`src/sv/dct2d_pkg.sv`:
```
// Shared types, constants and the cosine table builder for the 2D DCT block.
`timescale 1ns / 1ps
`default_nettype none

package dct2d_pkg;

  // Default sizes of the block.
  localparam int MAX_LOG_ROWS_DEF = 5;
  localparam int MAX_LOG_COLS_DEF = 5;
  localparam int SAMPLE_BITS_DEF  = 16;
  localparam int COS_BITS_DEF     = 16;

  // Fixed widths of the transaction fields.
  localparam int INDEX_W  = 5;
  localparam int VALUE_W  = 16;
  localparam int COEF_W   = 41;
  localparam int LOG_W    = 4;
  localparam int CFG_IDX_W  = 2;
  localparam int CFG_DATA_W = 6;

  // Register indexes of the configuration port.
  localparam logic [CFG_IDX_W-1:0] CFG_LOG_ROWS = 2'd0;
  localparam logic [CFG_IDX_W-1:0] CFG_LOG_COLS = 2'd1;
  localparam logic [CFG_IDX_W-1:0] CFG_OUT_ROWS = 2'd2;
  localparam logic [CFG_IDX_W-1:0] CFG_OUT_COLS = 2'd3;

  // Register values after reset.
  localparam logic [2:0] LOG_ROWS_RST = 3'd5;
  localparam logic [2:0] LOG_COLS_RST = 3'd5;
  localparam logic [5:0] OUT_ROWS_RST = 6'd32;
  localparam logic [5:0] OUT_COLS_RST = 6'd32;

  // Request kinds.
  localparam logic REQ_LOAD  = 1'b0;
  localparam logic REQ_QUERY = 1'b1;

  // Scale factors in Q30: one, sqrt(2) and two.
  localparam logic [31:0] K_ONE   = 32'd1073741824;
  localparam logic [31:0] K_SQRT2 = 32'd1518500250;
  localparam logic [31:0] K_TWO   = 32'd2147483648;

  // Pi in Q30, for the table builder.
  localparam longint unsigned PI_Q30 = 64'd3373259426;

  // Largest cosine table the parameter ranges call for.
  localparam int COS_MAX_BITS = 20;
  localparam int COS_MAX_LOG  = 8;
  localparam int TAB_IDX_W    = COS_MAX_LOG + 1;

  typedef logic [COS_MAX_BITS-1:0] cos_word_t;
  typedef cos_word_t [(1 << COS_MAX_LOG):0] cos_tab_t;

  typedef struct packed {
    logic                      req_type;
    logic [INDEX_W-1:0]        sample_row;
    logic [INDEX_W-1:0]        sample_col;
    logic signed [VALUE_W-1:0] sample_value;
    logic [INDEX_W-1:0]        freq_row;
    logic [INDEX_W-1:0]        freq_col;
  } dct2d_req_t;

  typedef struct packed {
    logic signed [COEF_W-1:0] coefficient;
    logic                     out_of_range;
  } dct2d_rsp_t;

  // Commands from the controller to the datapath.
  typedef struct packed {
    logic load;
    logic start;
    logic init;
    logic issue;
    logic absolute;
    logic mul_hi;
    logic mul_lo;
    logic add_lo;
    logic emit;
  } dct2d_cmd_t;

  // Status from the datapath to the controller.
  typedef struct packed {
    logic oor;
    logic last;
    logic pipe_busy;
    logic out_free;
  } dct2d_sts_t;

  // Quarter-wave cosine table: cos(pi*k/2^(glog+1)) for k = 0..2^glog, built
  // from a 12-term Taylor series in Q30 and rounded to frac fractional bits.
  // The series divisors are applied by shift-and-subtract long division.
  function automatic cos_tab_t build_cos_tab(input int glog, input int frac);
    cos_tab_t          tab;
    longint unsigned   kk;
    longint unsigned   x;
    longint unsigned   t;
    longint unsigned   c;
    longint unsigned   div;
    longint unsigned   part;
    longint unsigned   quo;
    longint            sum;
    tab = '0;
    for (int k = 0; k <= (1 << glog); k++) begin
      kk  = longint'(k);
      x   = (kk * PI_Q30 + (64'd1 << glog)) >> (glog + 1);
      t   = 64'd1 << 30;
      sum = 64'sd1 << 30;
      for (int i = 1; i <= 12; i++) begin
        t    = (t * x) >> 30;
        t    = (t * x) >> 30;
        div  = longint'((2 * i - 1) * (2 * i));
        part = '0;
        quo  = '0;
        for (int b = 63; b >= 0; b--) begin
          part = {part[62:0], t[b]};
          if (part >= div) begin
            part   = part - div;
            quo[b] = 1'b1;
          end
        end
        t = quo;
        if ((i & 1) != 0) begin
          sum = sum - $signed(t);
        end else begin
          sum = sum + $signed(t);
        end
      end
      if (sum < 0) begin
        sum = 0;
      end
      c = ($unsigned(sum) + (64'd1 << (29 - frac))) >> (30 - frac);
      if (c > (64'd1 << frac)) begin
        c = 64'd1 << frac;
      end
      tab[k] = cos_word_t'(c);
    end
    return tab;
  endfunction

endpackage

`default_nettype wire

```
`src/sv/dct2d_ctrl.sv`:
```
// Controller state machine of the 2D DCT block.
`timescale 1ns / 1ps
`default_nettype none

module dct2d_ctrl (
  input  logic                  clk,
  input  logic                  rst,
  input  logic                  req_valid,
  input  logic                  req_query,
  input  dct2d_pkg::dct2d_sts_t sts,
  output logic                  req_ready,
  output dct2d_pkg::dct2d_cmd_t cmd
);

  typedef enum logic [8:0] {
    S_IDLE   = 9'b000000001,
    S_CHECK  = 9'b000000010,
    S_SWEEP  = 9'b000000100,
    S_DRAIN  = 9'b000001000,
    S_ABS    = 9'b000010000,
    S_MUL_HI = 9'b000100000,
    S_MUL_LO = 9'b001000000,
    S_ADD_LO = 9'b010000000,
    S_EMIT   = 9'b100000000
  } state_t;

  state_t state, state_next;

  always_ff @(posedge clk) begin
    if (rst) begin
      state <= S_IDLE;
    end else begin
      state <= state_next;
    end
  end

  always_comb begin
    state_next = state;
    cmd        = '0;
    req_ready  = 1'b0;
    unique case (state)
      S_IDLE: begin
        req_ready = 1'b1;
        if (req_valid) begin
          if (req_query) begin
            cmd.start  = 1'b1;
            state_next = S_CHECK;
          end else begin
            cmd.load = 1'b1;
          end
        end
      end
      S_CHECK: begin
        cmd.init   = 1'b1;
        state_next = sts.oor ? S_EMIT : S_SWEEP;
      end
      S_SWEEP: begin
        cmd.issue = 1'b1;
        if (sts.last) begin
          state_next = S_DRAIN;
        end
      end
      S_DRAIN: begin
        if (!sts.pipe_busy) begin
          state_next = S_ABS;
        end
      end
      S_ABS: begin
        cmd.absolute = 1'b1;
        state_next   = S_MUL_HI;
      end
      S_MUL_HI: begin
        cmd.mul_hi = 1'b1;
        state_next = S_MUL_LO;
      end
      S_MUL_LO: begin
        cmd.mul_lo = 1'b1;
        state_next = S_ADD_LO;
      end
      S_ADD_LO: begin
        cmd.add_lo = 1'b1;
        state_next = S_EMIT;
      end
      S_EMIT: begin
        if (sts.out_free) begin
          cmd.emit   = 1'b1;
          state_next = S_IDLE;
        end
      end
      default: begin
        state_next = S_IDLE;
      end
    endcase
  end

endmodule

`default_nettype wire

```
`config.mk`:
```
export PLATFORM = sky130hd
export DESIGN_NAME = dct2d_ctrl
export DESIGN_NICKNAME = d
export VERILOG_FILES = /design/src/sv/dct2d_pkg.sv /design/src/sv/dct2d_ctrl.sv
export SDC_FILE = /design/constraint.sdc
export NUM_CORES = 1
export LEC_CHECK = 0
export BUFFER_PORTS_ARGS = -buffer_cell sky130_fd_sc_hd__clkbuf_2
export CAP_MARGIN = 20
export CORE_AREA = 2 2 39 41
export CTS_CLUSTER_DIAMETER = 40
export DETAILED_ROUTE_END_ITERATION = 8
export DIE_AREA = 0 0 41 43
export GPL_TIMING_DRIVEN = 0
export MAX_ROUTING_LAYER = met4
export PLACE_DENSITY = 0.77
export SYNTH_ARGS = -nofsm -noshare
export SYNTH_HDL_FRONTEND = slang
export SYNTH_SLANG_ARGS = --single-unit
```
`constraint.sdc`:
```
create_clock -name clk -period 2.7 [get_ports clk]
set_clock_uncertainty 0.05 [all_clocks]
set_input_delay 0.135 -clock clk [delete_from_list [all_inputs] [get_ports clk]]
set_output_delay 0.135 -clock clk [all_outputs]
set_load 0.005 [all_outputs]
```
==> reports/qor.txt, run 1 <==
Die Span X - 41 um
First-pass DRT Iterations - 4
Hold Vio Cnt, Final - 0
Final antenna-violating net count - 0
Area delta synth->final - 20.4%
Worst min path class - in -> reg
Port Buffers - 16
Largest net degree at the start of global routing - 10
Final-report max-slew violation count - 0
Hold_buf cts - 0
Critical path's slowest cell - or4_1
Max reg flops - 9
Outcome - complete, no violations
CTS Buf Count - 3
Crit path launch type - register
Worst EP required - 2520 ps
Pwr/cell area - 561 nW/um^2
Fin nets - 102
Gate Count Post-Synth - 73
Clock slew at reported path FFs - 60 ps
Synthesis Warnings - 0
Die area - 1760 um^2
Residual DRC count - 0
Synth top area share - 0.291
RSZ-0062 raised after global routing - false
CP endpoint kind - output port
Via density per instance - 5.40
Clk_lat worst skew - 260 ps
Crit-path max FO - 7
CTS Buffer Depth - 2
Area leader, netlist - dfxtp_1
Worst-Margin Slew - 388 ps
CTS tree - yes
Synthesized area per cell - 8.47 um^2
Initial antenna violation count - 0
Final setup fails - 0
Post_cts resized - 0
Num rows - 14
Sink Count - 9
Largest registers - state (9)
CP max stage delay - 510 ps
Register area share after synthesis - 0.291
Synth unique cells - 40
F_max - 0.469 GHz
Critical path arrival - 1950 ps
Starting Density - 0.447
Root Driver - clkbuf_4
Peak VDD IR - 0.254 mV
Global-route wire length before repair - 2.15 mm
GPL Wtd Cong - 0.847
Share of layout cells above drive strength 1 - 0.376
Sum Neg Setup Slack - 0 ps
Period utilization - 0.789
Number of global-route vias before repair - 529
Drt total wl - 1.27 mm
Post-Syn Area - 618 um^2
Ports - 18
Synth Register Bits - 9
Routed len/inst - 11.7 um
Relative slew slack - 0.739
Routed via count - 589
Pre-CTS setup slack - 835 ps
Grt total ovfl - 0
Initial drt markers - 11
H-tree level count - 1
Largest cells by area after synthesis - dfxtp_1 (29%), and4bb_2 (4.0%), nand2_1 (3.6%), nor2_1 (3.6%), xor2_1 (2.8%)
Leak Pwr - 0.000341 uW
Ant. Diodes - 0
PnR worst setup slack - 570 ps
Die span in y - 43 um
Most flop-heavy register - state
Core area - 1380 um^2
Max cap viols - 0
Total Routing Usage GR - 0.187
R2R setup slack - 910 ps
Dpl hpwl - 970 um
# Post-CTS Setup Buffers - 0
Post-Synthesis Net Count - 81
Worst path cell trace - or4_1, buf_2, nor3_1, and3_1, clkbuf_2
CP Class - reg -> out
Crit path time final - 2130 ps
[logic make-up (layout without fill, tap and decap cells)]
kind of cell,after synthesis,count (layout),share of synthesized area
compound gates,10,10,0.119
buf+inv,8,28,0.0648
xor+xnor,2,2,0.0283
mux,1,1,0.0162
flops,9,9,0.291
simple gates,43,43,0.480
[layer usage]
layer	vias to the layer above	track usage	part of all wire
li1	304	-	-
met2	19	0.272	0.50
met4	0	0.120	0.013
met5	-	-	0
met1	264	0.228	0.45
met3	2	0.0314	0.038
[report_power, final]
group	internal (uW)	total [uW]	leakage [uW]	switching, uW
combinational	74.9	164	0.000253	89.3
clock	56.9	103	0.0000150	46.0
sequential	143	150	0.0000730	7.31
total	275	417	0.000341	143
[layout make-up]
type / instances / area, um^2
fillers: 130 / 639
multi-input cells: 56 / 398
flip-flops and latches: 9 / 180
repair buffers: 16 / 80.1
clock buffers: 4 / 26.3
plain buffers: 4 / 25.0
well taps: 16 / 20.0
inverters: 4 / 15.0
[critical path: cells and delay by family (launching register included)]
family / cells / cell delay (ps)
flops: 1 / 330
buf+inv: 2 / 290
simple gates: 3 / 1080
[path summary, 6_finish.rpt]
check	from	end	cells after the start
worst max-delay path	state[7]	cmd[7]	5
worst min-delay path	sts[3]	state[8]	3
worst max register to register	state[0]	state[3]	5
worst min register to register	state[4]	state[5]	2
[placed cells by master, fill, tap and decap left out, drive strengths merged]
| cell type | count |
|---|---|
| o21ai | 1 |
| nor4 | 3 |
| or4b | 1 |
| buf | 3 |
| a211oi | 1 |
| or4bb | 1 |
| xor2 | 2 |
| clkbuf | 21 |
| or2 | 4 |
| nand2b | 2 |
| o211ai | 2 |
| dfxtp | 9 |
| and2 | 2 |
| a31oi | 2 |
| nand3 | 1 |
| nor2b | 1 |
| a32o | 2 |
| nor2 | 6 |
| nor4b | 1 |
| and4bb | 2 |
| inv | 4 |
| a21oi | 1 |
| nor3b | 2 |
| and3 | 2 |
| or3b | 1 |
| nand2 | 6 |
| mux2i | 1 |
| or4 | 1 |
| nand3b | 2 |
| nor3 | 3 |
| or3 | 2 |
| o31ai | 1 |
[Yosys cell counts (all sizes together)]
master / number
a211oi: 1
a21oi: 1
a31oi: 2
a32o: 2
and2: 2
and3: 2
and4bb: 2
buf: 3
clkbuf: 1
dfxtp: 9
inv: 4
mux2i: 1
nand2: 6
nand2b: 2
nand3: 1
nand3b: 2
nor2: 6
nor2b: 1
nor3: 3
nor3b: 2
nor4: 3
nor4b: 1
o211ai: 2
o21ai: 1
o31ai: 1
or2: 4
or3: 2
or3b: 1
or4: 1
or4b: 1
or4bb: 1
xor2: 2
[stage by stage]
stage	hold slack, ps	utilization	instance area [um^2]	total power [uW]	instances
global placement	378	0.519	718	315	105
finish	99.8	0.538	744	417	109
floorplan	247	-	618	275	73
global route	98.1	0.538	744	455	109
detailed placement	378	0.519	718	318	105
CTS	95.9	0.538	744	424	109
(Power assumes the default switching activity.)
==> run 2: changes to the inputs <==
==> constraint.sdc (replaced) <==
create_clock -name clk -period 2 [get_ports clk]
set_clock_uncertainty 0.05 [all_clocks]
set_input_delay 0.1 -clock clk [delete_from_list [all_inputs] [get_ports clk]]
set_output_delay 0.1 -clock clk [all_outputs]
set_load 0.005 [all_outputs]
==> reports/qor.txt, run 2 (synthesized netlist as in run 1, its figures left out) <==
Global-route wire length before repair - 2.13 mm
Sink Count - 9
Starting Density - 0.447
Max reg flops - 9
Core area - 1380 um^2
Final setup fails - 0
Most flop-heavy register - state
Grt total ovfl - 0
Period utilization - 0.957
Outcome - complete, no violations
Total power - 603 uW
Residual DRC count - 0
Number of global-route vias before repair - 522
Largest registers - state (9)
Critical path's slowest cell - or3_4
Root Driver - clkbuf_4
Worst EP required - 1850 ps
CP endpoint kind - output port
Largest net degree at the start of global routing - 10
Sum Neg Setup Slack - 0 ps
CTS tree - yes
# Post-CTS Setup Buffers - 0
CTS Buf Count - 3
Dpl hpwl - 970 um
Hold Vio Cnt, Final - 0
Final-report max-slew violation count - 0
Sequential Area - 180 um^2
Peak VDD IR - 0.361 mV
F_max - 0.523 GHz
Routed len/inst - 12.2 um
CTS Buffer Depth - 2
Ports - 18
Num rows - 14
Max cap viols - 0
Worst path cell trace - buf_6, or2_4, or3_4, and4bb_2, clkbuf_2
Port Buffers - 16
Die area - 1760 um^2
Critical path arrival - 1760 ps
Crit-path max FO - 9
PnR worst setup slack - 86.2 ps
Fill cell count - 127
CP max stage delay - 370 ps
Area delta synth->final - 27.3%
Multi-input logic area - 432 um^2
Pwr/cell area - 766 nW/um^2
Final antenna-violating net count - 0
Worst-Margin Slew - 362 ps
Ant. Diodes - 0
RSZ-0062 raised after global routing - false
Worst min path class - in -> reg
Relative slew slack - 0.758
Clock slew at reported path FFs - 60 ps
GPL Wtd Cong - 0.847
Crit path launch type - register
Drt total wl - 1.33 mm
Leak Pwr - 0.000348 uW
Pre-CTS setup slack - 170 ps
Share of layout cells above drive strength 1 - 0.398
First-pass DRT Iterations - 4
Crit path time final - 1910 ps
Routed via count - 591
Most frequent cells in the layout - clkbuf_2 (16), dfxtp_1 (9), nor2_1 (6), nand2_1 (6)
CP Class - reg -> out
H-tree level count - 1
Die span in y - 43 um
Fin nets - 102
Initial antenna violation count - 0
Initial drt markers - 9
Commonest non-fill, non-tap cell in the layout - clkbuf_2
Total Routing Usage GR - 0.186
Die Span X - 41 um
Via density per instance - 5.42
Clk_lat worst skew - 260 ps
==> run 2: worst paths after layout <==
path | startpoint | to | slack (ps) | cells past startpoint
worst max register to register | state[0] | state[3] | 180 | 5
worst max-delay path | state[2] | cmd[2] | 90 | 5
worst min register to register | state[4] | state[5] | 490 | 2
worst min-delay path | sts[3] | state[8] | 70 | 3
==> run 2: layout make-up <==
type	instances	area share
Inverter	4	0.0191
Clock buffer	4	0.0334
Timing Repair Buffer	16	0.102
Multi-Input combinational cell	56	0.548
Tap cell	16	0.0254
Buffer	4	0.0429
Sequential cell	9	0.229
==> run 2: repair_timing <==
action	4_1_cts	5_1_grt
setup endpoints to repair	3	5
gates resized for setup	2	9
gates cloned	0	0
hold buffers	0	0
pin swaps	1	1
==> run 2: layer usage <==
layer | GRT usage | vias to the layer above | share of wire
li1 | - | 306 | -
met1 | 0.225 | 266 | 0.44
met2 | 0.272 | 17 | 0.51
met3 | 0.0314 | 2 | 0.037
met4 | 0.120 | 0 | 0.0090
met5 | - | - | 0
==> run 2: metrics by stage <==
stage,area [um^2],std cells,util,hold WS (ps)
2_1_floorplan,618,73,-,181
3_3_place_gp,718,105,0.519,343
3_5_place_dp,718,105,0.519,343
4_1_cts,752,109,0.543,60.9
5_1_grt,787,109,0.569,63.0
6_report,787,109,0.569,67.3
==> run 2: power by group <==
part,internal [uW],switching [uW]
Combinational,125,136
Clock,76.8,62.0
Sequential,193,10.4
Total,394,208
==> run 2: worst max-delay path, delay by kind of cell (launching register included) <==
family | cells | cell delay [ps]
AND/OR/NAND/NOR | 3 | 960
flip-flops | 1 | 310
buffers and inverters | 2 | 240
==> run 3: changes to the inputs <==
--- a/config.mk
+++ b/config.mk
@@ -14,6 +14,7 @@
 export GPL_TIMING_DRIVEN = 0
 export MAX_ROUTING_LAYER = met4
 export PLACE_DENSITY = 0.77
+export RECOVER_POWER = 50
 export SYNTH_ARGS = -nofsm -noshare
 export SYNTH_HDL_FRONTEND = slang
 export SYNTH_SLANG_ARGS = --single-unit
==> reports/qor.txt, run 3 (synthesized netlist as in run 1, its figures left out) <==
Outcome - complete, no violations
RSZ-0062 raised after global routing - false
# Post-CTS Setup Buffers - 0
Most flop-heavy register - state
Critical path arrival - 2060 ps
Cells after DPL - 105
Sum Neg Setup Slack - 0 ps
Clk_lat worst skew - 260 ps
Max reg flops - 9
Die span in y - 43 um
Comb pwr share - 0.431
Root Driver - clkbuf_4
Switching Share - 0.350
Starting Density - 0.447
Fin nets - 102
Number of global-route vias before repair - 522
P_sw - 211 uW
Worst EP required - 2140 ps
Clk pwr share - 0.232
Crit path launch type - register
F_max - 0.522 GHz
Commonest non-fill, non-tap cell in the layout - clkbuf_2
Hold Vio Cnt, Final - 0
CP Class - reg -> reg
Final setup fails - 0
Core area - 1380 um^2
Routed via count - 598
Port Buffers - 16
Pwr/cell area - 768 nW/um^2
Hold_buf cts - 0
Share of layout cells above drive strength 1 - 0.387
GPL Wtd Cong - 0.847
Grt total ovfl - 0
Leak Pwr - 0.000344 uW
Largest registers - state (9)
Period utilization - 0.958
Area delta synth->final - 27.1%
Drt total wl - 1.36 mm
Final antenna-violating net count - 0
Dpl hpwl - 970 um
Worst min path class - in -> reg
Reg power frac - 0.338
Post-Layout Cell Count - 109
CTS Buf Count - 3
Residual DRC count - 0
Crit-path max FO - 9
CTS tree - yes
Largest net degree at the start of global routing - 10
Crit path time final - 1920 ps
H-tree level count - 1
Internal - 392 uW
Ant. Diodes - 0
Sink Count - 9
Max cap viols - 0
Clock slew at reported path FFs - 60 ps
CTS Buffer Depth - 2
Worst-Margin Slew - 367 ps
Most frequent cells in the layout - clkbuf_2 (16), dfxtp_1 (9), nor2_1 (6), nand2_1 (6)
Initial drt markers - 15
CP endpoint kind - register
Ports - 18
Via density per instance - 5.49
Die Span X - 41 um
Final-report max-slew violation count - 0
First-pass DRT Iterations - 4
Global-route wire length before repair - 2.13 mm
Peak VDD IR - 0.362 mV
Relative slew slack - 0.755
Die area - 1760 um^2
Routed len/inst - 12.5 um
Total Routing Usage GR - 0.186
Num rows - 14
Initial antenna violation count - 0
-- run 3: changes by cell type in the layout (fill, tap and decap cells not counted) --
| cell | delta |
|---|---|
| a32o_2 | -1 |
| a32o_1 | +1 |
-- run 3: power groups by stage --
stage / clock network [uW] / registers, uW / logic (uW)
3_5_place_dp: 0 / 206 / 223
3_3_place_gp: 0 / 206 / 219
2_1_floorplan: 0 / 204 / 167
6_report: 140 / 204 / 260
5_1_grt: 160 / 205 / 285
4_1_cts: 147 / 203 / 232
-- run 3: timing repair --
item	in CTS	in global routing
pin swaps	1	1
endpoints found under the setup margin	3	5
gates resized for setup	2	9
hold endpoints to repair	0	0
-- run 3: cell type report --
class / instances / area [um^2]
Buffer: 4 / 33.8
Clock buffer: 4 / 26.3
Fill cell: 128 / 598
Inverter: 4 / 15.0
Multi-Input combinational cell: 56 / 430
Sequential cell: 9 / 180
Tap cell: 16 / 20.0
Timing Repair Buffer: 16 / 80.1
-- run 3: routing by layer --
layer | up-vias | share of wire | track usage
met1 | 271 | 0.45 | 0.225
met4 | 0 | 0.012 | 0.120
met5 | - | 0 | -
li1 | 306 | - | -
met2 | 19 | 0.50 | 0.272
met3 | 2 | 0.037 | 0.0314
-- run 3: worst max-delay path, cell delays in order, from the launching register on --
cell,delay (ps)
dfxtp_1,290
clkbuf_4,180
or4b_2,670
o211ai_1,120
a32o_1,320
mux2i_1,210
-- run 3: stage by stage --
stage	total power [uW]	cell area [um^2]	worst slack, ps	hold slack [ps]	util
after floorplan	372	618	311	181	-
after global placement	425	718	224	343	0.519
after detailed placement	429	718	170	343	0.519
after CTS	582	752	8.17	60.9	0.543
after global routing	650	786	5.68	63.0	0.568
final	603	786	85.0	66.2	0.568
-- run 3: path summary, 6_finish.rpt --
| check | start | end | slack (ps) | depth (start not counted) |
|---|---|---|---|---|
| setup / recovery | state[0] | state[3] | 80 | 5 |
| setup reg to reg | state[0] | state[3] | 80 | 5 |
| hold / removal | sts[3] | state[8] | 70 | 3 |
| hold reg to reg | state[4] | state[5] | 490 | 2 |
